==> src/sv/seba_pkg.sv <==
// Shared types, constants and the easing factor table for the spectrum bar animator.
package seba_pkg;

    // Request codes on req_type
    localparam logic REQ_TICK    = 1'b0;
    localparam logic REQ_PRESENT = 1'b1;

    // Easing length in ticks; the factor table below is built for this value
    localparam int unsigned STEPS = 20;
    localparam logic [4:0]  STEP_LIMIT = 5'(STEPS);

    // Level = value * 8 / 90, done as (value * 2913) >> 15 for values below 128
    localparam logic [11:0] LEVEL_MUL   = 12'd2913;
    localparam int unsigned LEVEL_SHIFT = 15;
    localparam logic [3:0]  MAX_LEVEL   = 4'd11;

    typedef enum logic [1:0] {
        ST_IDLE,
        ST_LOAD,
        ST_TICK
    } seq_state_t;

    // One bar's state as held in the bar memory
    typedef struct packed {
        logic [6:0] start;
        logic [6:0] goal;
        logic [4:0] step;
    } bar_entry_t;

    // 1 - exp(-3*step/STEPS) in unsigned Q0.16
    function automatic logic [15:0] ease_factor(input logic [4:0] step);
        logic [15:0] f;
        case (step)
            5'd0:    f = 16'd0;
            5'd1:    f = 16'd9129;
            5'd2:    f = 16'd16986;
            5'd3:    f = 16'd23748;
            5'd4:    f = 16'd29569;
            5'd5:    f = 16'd34579;
            5'd6:    f = 16'd38891;
            5'd7:    f = 16'd42602;
            5'd8:    f = 16'd45797;
            5'd9:    f = 16'd48546;
            5'd10:   f = 16'd50913;
            5'd11:   f = 16'd52950;
            5'd12:   f = 16'd54703;
            5'd13:   f = 16'd56212;
            5'd14:   f = 16'd57511;
            5'd15:   f = 16'd58629;
            5'd16:   f = 16'd59591;
            5'd17:   f = 16'd60419;
            5'd18:   f = 16'd61132;
            5'd19:   f = 16'd61745;
            default: f = 16'd0;
        endcase
        return f;
    endfunction

endpackage

==> src/sv/spectrum_bar_easing_animator_unit.sv <==
// Spectrum bar easing animator: bar memory, tick sequencer and easing pipeline.
//
// Keeps BARS display bars (1 to 16) in one synchronous memory of {start, goal, step}
// words, read through a registered read port. A present word (req_type = 1) reads
// the addressed bar and writes it back in the following cycle with start = old
// goal, goal = bar_value and step = 0; it gives no result, and a bar index of BARS
// or above is dropped. A tick word (req_type = 0) walks the bars in index order,
// issuing one memory read per cycle while the output is not stalled: each bar is
// eased along 1 - exp(-3*step/20) from the factor table, written back with its
// step advanced (or with start = goal once the step count is used up) and reported
// as a level of value*8/90. Behind the reads sit two further stages (multiply,
// scale), and the last result of a tick carries last_bar. Results stream out one
// per cycle while out_stall is low; a stall freezes the whole tick pipeline, memory
// read register included. New words are refused until the last bar of a tick has
// reached the output register, so a present never overlaps a tick's write-back and
// the memory needs no forwarding. Bar state resets to zero through per-entry valid
// bits, so no clearing pass follows reset.
module spectrum_bar_easing_animator_unit
    import seba_pkg::*;
#(
    parameter int unsigned BARS = 12
) (
    input  logic       clk,
    input  logic       rst_n,
    input  logic       in_valid,
    output logic       in_stall,
    input  logic       req_type,
    input  logic [3:0] bar_index,
    input  logic [6:0] bar_value,
    output logic       out_valid,
    input  logic       out_stall,
    output logic [3:0] out_bar,
    output logic [3:0] bar_level,
    output logic       last_bar
);

    localparam int unsigned AW = (BARS > 1) ? $clog2(BARS) : 1;
    localparam logic [AW-1:0] LAST_IDX  = AW'(BARS - 1);
    localparam logic [4:0]    BAR_LIMIT = 5'(BARS);

    // Control state
    seq_state_t    state_reg, state_next;
    logic [AW-1:0] idx_reg, idx_next;
    logic [BARS-1:0] vld_reg;
    logic          rd_vld_reg;
    logic          s1_valid_reg;
    logic          s2_valid_reg;
    logic          out_valid_reg;

    // Payload
    bar_entry_t    mem [BARS];
    bar_entry_t    rd_data_reg;
    logic [AW-1:0] load_addr_reg;
    logic [6:0]    load_value_reg;
    logic [AW-1:0] s1_bar_reg;
    logic          s1_last_reg;
    logic [AW-1:0] s2_bar_reg;
    logic          s2_last_reg;
    logic [6:0]    s2_base_reg;
    logic [6:0]    s2_delta_reg;
    logic          s2_down_reg;
    logic [3:0]    out_bar_reg;
    logic [3:0]    bar_level_reg;
    logic          last_bar_reg;

    // Memory port controls
    logic          rd_en;
    logic [AW-1:0] rd_addr;
    logic          wr_en;
    logic [AW-1:0] wr_addr;
    bar_entry_t    wr_data;

    logic          en;
    logic          in_acc;
    bar_entry_t    rd_entry;

    // Stage 1 arithmetic
    logic          active;
    logic          rising;
    logic [6:0]    diff;
    logic [15:0]   factor;
    logic [22:0]   product;

    // Stage 2 arithmetic
    logic [6:0]    shown;
    logic [18:0]   scaled;

    // Whole tick pipeline moves unless the output word is held
    assign en       = !(out_valid_reg && out_stall);
    assign in_stall = (state_reg != ST_IDLE) || s1_valid_reg || s2_valid_reg;
    assign in_acc   = in_valid && !in_stall;

    // Never-written bars read as zero
    assign rd_entry = rd_vld_reg ? rd_data_reg : '0;

    // Easing of the bar in stage 1
    assign active  = rd_entry.step < STEP_LIMIT;
    assign rising  = rd_entry.goal >= rd_entry.start;
    assign diff    = rising ? (rd_entry.goal - rd_entry.start)
                            : (rd_entry.start - rd_entry.goal);
    assign factor  = ease_factor(rd_entry.step);
    assign product = {16'b0, diff} * {7'b0, factor};

    // Level scaling in stage 2
    assign shown  = s2_down_reg ? (s2_base_reg - s2_delta_reg)
                                : (s2_base_reg + s2_delta_reg);
    assign scaled = {12'b0, shown} * {7'b0, LEVEL_MUL};

    // Sequencer and memory port control
    always_comb
    begin
        state_next = state_reg;
        idx_next   = idx_reg;
        rd_en      = 1'b0;
        rd_addr    = idx_reg;
        wr_en      = 1'b0;
        wr_addr    = s1_bar_reg;
        wr_data    = '0;

        unique case (state_reg)
            ST_IDLE:
            begin
                if (in_acc)
                begin
                    if (req_type == REQ_PRESENT)
                    begin
                        if ({1'b0, bar_index} < BAR_LIMIT)
                        begin
                            rd_en      = 1'b1;
                            rd_addr    = bar_index[AW-1:0];
                            state_next = ST_LOAD;
                        end
                    end
                    else
                    begin
                        idx_next   = '0;
                        state_next = ST_TICK;
                    end
                end
            end
            ST_LOAD:
            begin
                wr_en         = 1'b1;
                wr_addr       = load_addr_reg;
                wr_data.start = rd_entry.goal;
                wr_data.goal  = load_value_reg;
                wr_data.step  = '0;
                state_next    = ST_IDLE;
            end
            ST_TICK:
            begin
                if (en)
                begin
                    rd_en = 1'b1;
                    if (idx_reg == LAST_IDX)
                    begin
                        state_next = ST_IDLE;
                    end
                    else
                    begin
                        idx_next = idx_reg + AW'(1);
                    end
                end
            end
            default:
            begin
                state_next = ST_IDLE;
            end
        endcase

        // Tick write-back; never coincides with a load (pipeline is empty then)
        if (s1_valid_reg && en)
        begin
            wr_en   = 1'b1;
            wr_addr = s1_bar_reg;
            if (active)
            begin
                wr_data.start = rd_entry.start;
                wr_data.goal  = rd_entry.goal;
                wr_data.step  = rd_entry.step + 5'd1;
            end
            else
            begin
                wr_data.start = rd_entry.goal;
                wr_data.goal  = rd_entry.goal;
                wr_data.step  = rd_entry.step;
            end
        end
    end

    // Control registers
    always_ff @(posedge clk or negedge rst_n)
    begin
        if (!rst_n)
        begin
            state_reg     <= ST_IDLE;
            idx_reg       <= '0;
            vld_reg       <= '0;
            rd_vld_reg    <= 1'b0;
            s1_valid_reg  <= 1'b0;
            s2_valid_reg  <= 1'b0;
            out_valid_reg <= 1'b0;
        end
        else
        begin
            state_reg <= state_next;
            idx_reg   <= idx_next;
            if (wr_en)
            begin
                vld_reg[wr_addr] <= 1'b1;
            end
            if (rd_en)
            begin
                rd_vld_reg <= vld_reg[rd_addr];
            end
            if (en)
            begin
                s1_valid_reg  <= (state_reg == ST_TICK);
                s2_valid_reg  <= s1_valid_reg;
                out_valid_reg <= s2_valid_reg;
            end
        end
    end

    // Bar memory
    always_ff @(posedge clk)
    begin
        if (wr_en)
        begin
            mem[wr_addr] <= wr_data;
        end
        if (rd_en)
        begin
            rd_data_reg <= mem[rd_addr];
        end
    end

    // Payload registers
    always_ff @(posedge clk)
    begin
        if (in_acc)
        begin
            load_addr_reg  <= bar_index[AW-1:0];
            load_value_reg <= bar_value;
        end
        if (en)
        begin
            s1_bar_reg    <= idx_reg;
            s1_last_reg   <= (idx_reg == LAST_IDX);
            s2_bar_reg    <= s1_bar_reg;
            s2_last_reg   <= s1_last_reg;
            s2_base_reg   <= active ? rd_entry.start : rd_entry.goal;
            s2_delta_reg  <= active ? product[22:16] : 7'd0;
            s2_down_reg   <= active && !rising;
            out_bar_reg   <= 4'(s2_bar_reg);
            bar_level_reg <= scaled[LEVEL_SHIFT+3:LEVEL_SHIFT];
            last_bar_reg  <= s2_last_reg;
        end
    end

    assign out_valid = out_valid_reg;
    assign out_bar   = out_bar_reg;
    assign bar_level = bar_level_reg;
    assign last_bar  = last_bar_reg;

endmodule

==> config.mk <==
export PLATFORM = sky130hd
export DESIGN_NAME = spectrum_bar_easing_animator_unit
export DESIGN_NICKNAME = d
export VERILOG_FILES = /design/src/sv/seba_pkg.sv /design/src/sv/spectrum_bar_easing_animator_unit.sv
export SDC_FILE = /design/constraint.sdc
export NUM_CORES = 1
export LEC_CHECK = 0
export BUFFER_PORTS_ARGS = -buffer_cell sky130_fd_sc_hd__buf_2
export CAP_MARGIN = 10
export CELL_PAD_IN_SITES_DETAIL_PLACEMENT = 2
export CELL_PAD_IN_SITES_GLOBAL_PLACEMENT = 2
export CORE_MARGIN = 4
export CORE_UTILIZATION = 35
export DETAILED_ROUTE_END_ITERATION = 7
export PLACE_DENSITY_LB_ADDON = 0.1
export RECOVER_POWER = 100
export SLEW_MARGIN = 20
export SYNTH_ARGS = -nofsm -noshare
export SYNTH_HDL_FRONTEND = slang
export SYNTH_SLANG_ARGS = --single-unit
==> constraint.sdc <==
create_clock -name clk -period 7.55 [get_ports clk]
set_clock_uncertainty 0.1 [all_clocks]
set_input_delay 0.755 -clock clk [delete_from_list [all_inputs] [get_ports clk]]
set_output_delay 0.755 -clock clk [all_outputs]
set_load 0.01 [all_outputs]
# ---- Word-level counts from Yosys, hierarchy flattened
# Memory sizes are Yosys's and may differ from the RTL's. A register that Yosys moved wholly into a read port is not among the register bits.
# Cells that the tools add are included.
dict set report totals {
  reg_bits 67
  latchBits 0
  mem_bits_rw 228
  mem_bits_ro 512
  input_bits 16
  word_cells 97
  mem_count 2
  output_inout_bits 11
}
# name depth word_bits rd rd_ports_with_merged_regs write_ports line_no
set mem_list {}
lappend mem_list {{(name not given)} 32 16 1 0 0 seba_pkg.sv:33} ;# case (step)
lappend mem_list {mem 12 19 1 1 1 spectrum_bar_easing_animator_unit.sv:51} ;# bar_entry_t mem [BARS];
dict set report classes {
  n_lt_le_gt_ge 6
  n_reduce_logical 15
  shift 0
  bitwise 1
  div_mod_pow 0
  eq_ne 9
  addsub 6
  mux 37
  n_mul 2
}
# op count
set ops {}
lappend ops {{19-bit 2-to-1 mux} 4}
lappend ops {{4-bit 2-to-1 mux} 10}
lappend ops {{7-bit by 16-bit multiplier with 23-bit output} 1}
lappend ops {{7-bit 2-to-1 mux} 3}
lappend ops {{7-bit subtractor} 3}
lappend ops {{7-bit by 12-bit multiplier with 19-bit output (second input constant)} 1}
lappend ops {{12-bit bitwise OR} 1}
lappend ops {{4-bit by 5-bit less-than comparator with 1-bit output (second input constant)} 2}
lappend ops {{1-bit 2-to-1 mux} 10}
lappend ops {{2-bit 2-to-1 mux} 5}
lappend ops {{2-bit != test (second input constant)} 5}
lappend ops {{4-bit one-hot mux with 2 select lines} 1}
lappend ops {{7-bit adder} 1}
lappend ops {{7-bit >= comparator} 1}
lappend ops {{5-bit by 1-bit adder with 5-bit output (second input constant)} 1}
lappend ops {{1-bit logical AND} 5}
lappend ops {{5-bit less-than comparator (second input constant)} 1}
lappend ops {{5-bit AND reduction} 1}
lappend ops {{4-bit by 1-bit adder with 4-bit output (second input constant)} 1}
lappend ops {{1-bit binary-select mux with 4-bit select} 1}
lappend ops {{1-bit demux with 4-bit select} 1}
lappend ops {{4-bit == test (second input constant)} 1}
lappend ops {{4-bit by 1-bit >= comparator with 1-bit output (second input constant)} 1}
lappend ops {{4-bit less-than comparator (second input constant)} 1}
lappend ops {{10 further kinds} 14}

# ---- Depth between registers and ports, before layout
dict set report logic_depth {
  word_depth 9
  depth_mapped 33
  depth_no_buf 28
}

# ---- Least setup slack after synthesis
# OpenSTA, ideal clock, no wires.
dict set report synth_path {
  path_kind {register to register}
  from {register rd_vld_reg}
  to {register s2_delta_reg[4], data pin}
  t_required_ps 7190
  path_stages_with_launch 32
  period_less_slack_ps 7483
  setup_time_ps 260
  t_arrival_ps 7123
  path_slack_ps 67
  n_path_buf 6
  path_cell_list {dfrtp_1 -> buf_2 -> buf_2 -> clkbuf_1 -> nand2_1 -> ha_1 -> clkbuf_1 -> a21oi_1 -> a21oi_1 -> a211oi_2 -> nand2_1 -> buf_6 -> mux2_4 -> a221oi_2 -> xor2_2 -> buf_4 -> nor2_1 -> fa_1 -> fa_1 -> fa_1 -> inv_1 -> fa_1 -> inv_1 -> ha_1 -> a21o_1 -> a21o_1 -> a2111oi_0 -> o31a_1 -> nand3b_1 -> o21ai_1 -> o21bai_1 -> mux2i_1}
}
dict set report synth_between {
  elab_chain_len 4
  word_cells_on_any_way 8
  cone_classes {add/sub: 2; mul: 1; order compare: 2; mux: 2; memory: 1}
}
# element line_no
set synth_rtl {}
lappend synth_rtl {{start, declared} spectrum_bar_easing_animator_unit.sv:45} ;# logic rd_vld_reg;
lappend synth_rtl {{start signal, assigned} spectrum_bar_easing_animator_unit.sv:214} ;# rd_vld_reg <= vld_reg[rd_addr];
lappend synth_rtl {{19-bit 2-to-1 mux *} spectrum_bar_easing_animator_unit.sv:94} ;# assign rd_entry = rd_vld_reg ? rd_data_reg : '0;
lappend synth_rtl {{7-bit subtractor, or another cell as far along} spectrum_bar_easing_animator_unit.sv:100} ;# : (rd_entry.start - rd_entry.goal);
lappend synth_rtl {{7-bit 2-to-1 mux} spectrum_bar_easing_animator_unit.sv:99} ;# assign diff = rising ? (rd_entry.goal - rd_entry.start)
lappend synth_rtl {{7-bit by 16-bit multiplier with 23-bit output} spectrum_bar_easing_animator_unit.sv:102} ;# assign product = {16'b0, diff} * {7'b0, factor};
lappend synth_rtl {{end signal, assigned} spectrum_bar_easing_animator_unit.sv:253} ;# s2_delta_reg <= active ? product[22:16] : 7'd0;
lappend synth_rtl {{end, declared} spectrum_bar_easing_animator_unit.sv:60} ;# logic [6:0] s2_delta_reg;
# Mark *: on every way between the ends. The rest lies on a longest branch, timed or not.
# A chain may end at the register's enable or synchronous reset.

# ---- Final worst setup path
dict set report layout_path {
  from {register rd_vld_reg}
  to {register s2_delta_reg[3], data pin}
}
# The elaborated chain is that of the path after synthesis.

==> out/qor.csv <==
metric,value,unit
max_cap viols,1,
failing checks,"capacitance limit, slew limit",
post-synthesis cell count,1595,
share of the synthesized area in the top cell type,48.2,%
CP dominant cell by count,fa_1,
post-layout minimum cycle time,7.29,ns
die area,0.0557,mm^2
Slew HR,-20.2,%
startpoint types,flop,
Mapped Area,0.0182,mm^2
Core Area,0.0514,mm^2
arrival time worst endpoint,7.48,ns
Congestion Overflow GR,0,
Final GP Congestion,0.782,
distinct cell type count after synthesis,64,
hold_ws,0.286,ns
Final setup viols,0,
fin crit share,96.5,%
Detailed Route WL,53700,um
Syn-to-layout area delta,15.3,%
critical path launch point,rd_vld_reg$_DFFE_PN0P_,
largest net degree at the start of global routing,79,
Post-Synthesis Net Count,1801,
"FFs w/ async S/R, synth",7.01,%
Hold Crit Class,primary input to flop,
Top-Level Pins,27,
synthesis warning total,0,
number of synthesized flops with an enable pin,292,
residual DRC count,0,
n_diodes,0,
Nets,1887,
Reg2Reg Setup Slack,0.26,ns
Num Clock Sinks,314,
initial drt markers,698,
final hold vios,0,
antenna violations before repair,0,
Pins Over Slew Limit,41,
clock root buffer,clkbuf_16,
number of H-tree levels,2,
worst r2r dst,s2_delta_reg[3]$_SDFFCE_PN0N_,
"Data required, critical path",7.74,ns
RSZ-0062 raised after global routing,yes,
hpwl dp,36900,um
crit path to,s2_delta_reg[3]$_SDFFCE_PN0N_,
largest cells by area after synthesis,"edfxtp_1 48%, fa_1 9.0%, ha_1 7.4%",
CTS max path bufs,3,
max FFs per register,228,
Skew-Pair Late Insertion Delay,0.54,ns
fmax,0.137,GHz
Worst-path clk slew,0.06,ns
register area share after synthesis,51.2,%
status,"complete, but fails checks",
total CTS buffers,36,
TritonRoute pass-1 iters,5,
Starting Density,35.4,%
Crit path largest cell delay,0.57,ns
DRT antenna net count,0,
Rows,83,
first-pass GRT wire length,82700,um
Reg-to-Reg Start,rd_vld_reg$_DFFE_PN0P_,
syn avg cell area,11.4,um^2
IO buf count,26,
worst slew pin tran,1.80,ns
Min-Delay Path Depth,1,
Die Wd,236,um
WS Path Type,flop to flop,
Worst Path Max Fanout,9,
share of cells above drive strength 1,15.6,%
vias in the first global route,13800,
top_reg_cell synth,edfxtp_1,
Overall Global Routing Usage,19.0,%
Routed wire per std cell,22.5,um
slowest CP cell,fa_1,
Yosys reg bits,314,
height of the die,236,um
R2R depth,28,
CP Capture Type,flop,
routed vias/inst,5.18,
post-synth top area cell,edfxtp_1,
CTS tree,built,
Vias,12400,
## stage by stage
stage	TNS, ns	utilization, %	worst slack [ns]	cell area (um^2)	instances
2_1_floorplan	0	-	0.0670	18200	1595
3_3_place_gp	0	38.2	0.174	19600	2319
3_5_place_dp	-0.394	38.2	-0.101	19600	2319
4_1_cts	0	40.4	0.00479	20800	2385
5_1_grt	-0.170	40.8	-0.0695	21000	2389
6_report	0	40.8	0.265	21000	2389
## kinds of logic after synthesis
group | count (synthesis) | synth area share (%)
AOI/OAI and AO/OA | 226 | 7.96
xor gates and xnor gates | 28 | 1.39
adders and majority gates | 190 | 16.4
buffers and inverters | 221 | 4.80
DFF | 314 | 51.2
muxes | 45 | 4.07
and+or+nand+nor | 571 | 14.1
## how the worst min path moves through the flow
stage | slack [ns] | startpoint | to
2_1_floorplan | 0.30 | s2_last_reg$_DFFE_PN_ | last_bar$_DFFE_PN_
3_3_place_gp | 0.30 | s2_bar_reg[1]$_DFFE_PN_ | out_bar[1]$_DFFE_PN_
3_5_place_dp | 0.31 | s2_bar_reg[1]$_DFFE_PN_ | out_bar[1]$_DFFE_PN_
4_1_cts | 0.09 | rst_n | state_reg[0]$_DFFE_PN0P_
5_1_grt | 0.27 | bar_value[3] | load_value_reg[3]$_DFFE_PP_
6_report | 0.29 | bar_value[3] | load_value_reg[3]$_DFFE_PP_
## Yosys cell counts, types with 14 or more instances
library cell and number:
nand2b_1 21, buf_2 18, ha_1 108, a31oi_1 28
clkbuf_1 37, mux2i_1 14, nand2_1 242, a21oi_1 44
xnor2_1 17, edfxtp_1 292, fa_1 82, a311oi_1 19
nor3_1 23, inv_1 155, and3_1 20, dfrtp_1 22
mux4_2 22, nand3_1 64, or2_2 39, o21ai_0 65
nor2_1 131
## worst max-delay path, delay by kind of cell (launching register included)
kind	cells	cell delay, ns
adders and majority gates	6	2.71
and+or+nand+nor	5	0.60
AOI/OAI and AO/OA	8	1.69
muxes	2	0.43
xor gates and xnor gates	1	0.32
buffers and inverters	6	0.75
DFF	1	0.44
## layout by cell type, fill, tap and decap left out, drive strengths merged, types with 5 or more instances in the layout
cell,netlist,final
mux2,9,9
nand2,242,242
nand2b,21,21
a21oi,45,45
nor2b,5,5
mux2i,14,14
o31ai,11,11
nand3,65,65
nor3,23,23
and3,20,20
buf,29,92
edfxtp,292,292
a311oi,19,19
nor2,131,131
xnor2,17,17
a2111oi,5,5
inv,155,155
dfrtp,22,22
o21ai,71,71
and2,9,9
a31oi,28,28
or2,39,39
fa,82,82
mux4,22,22
xor2,11,11
a21o,12,12
clkinv,0,18
clkbuf,37,68
ha,108,108
nor3b,5,5
## cell type report
cell class              instances  area [um^2]
inverters                     155          582
fillers                      5380        30400
repair buffers                114          805
well taps                     680          851
clock buffers                  46          981
multi-input cells            1060         8310
flip-flops and latches        314         9320
clock inverters                20          150
## metal layers
metal  wire (um)  up-vias  track usage (%)
li1            -     5746                -
met2       27200      142             33.7
met1       24300     6429             25.2
met4         910        0             4.06
met3        1380       52             2.24
met5           0        -                0
## what timing repair did
item                                    in CTS  in global routing
resized for setup                            3                 40
hold buffers                                 0                  0
setup buffers                                0                  2
pin swaps                                    0                 22
endpoints found under the setup margin       5                  7
cloned                                       0                  2
Power is left out: the tool's default activity adds up to more than one toggle a clock period on the data nets, which glitch-free logic cannot reach.
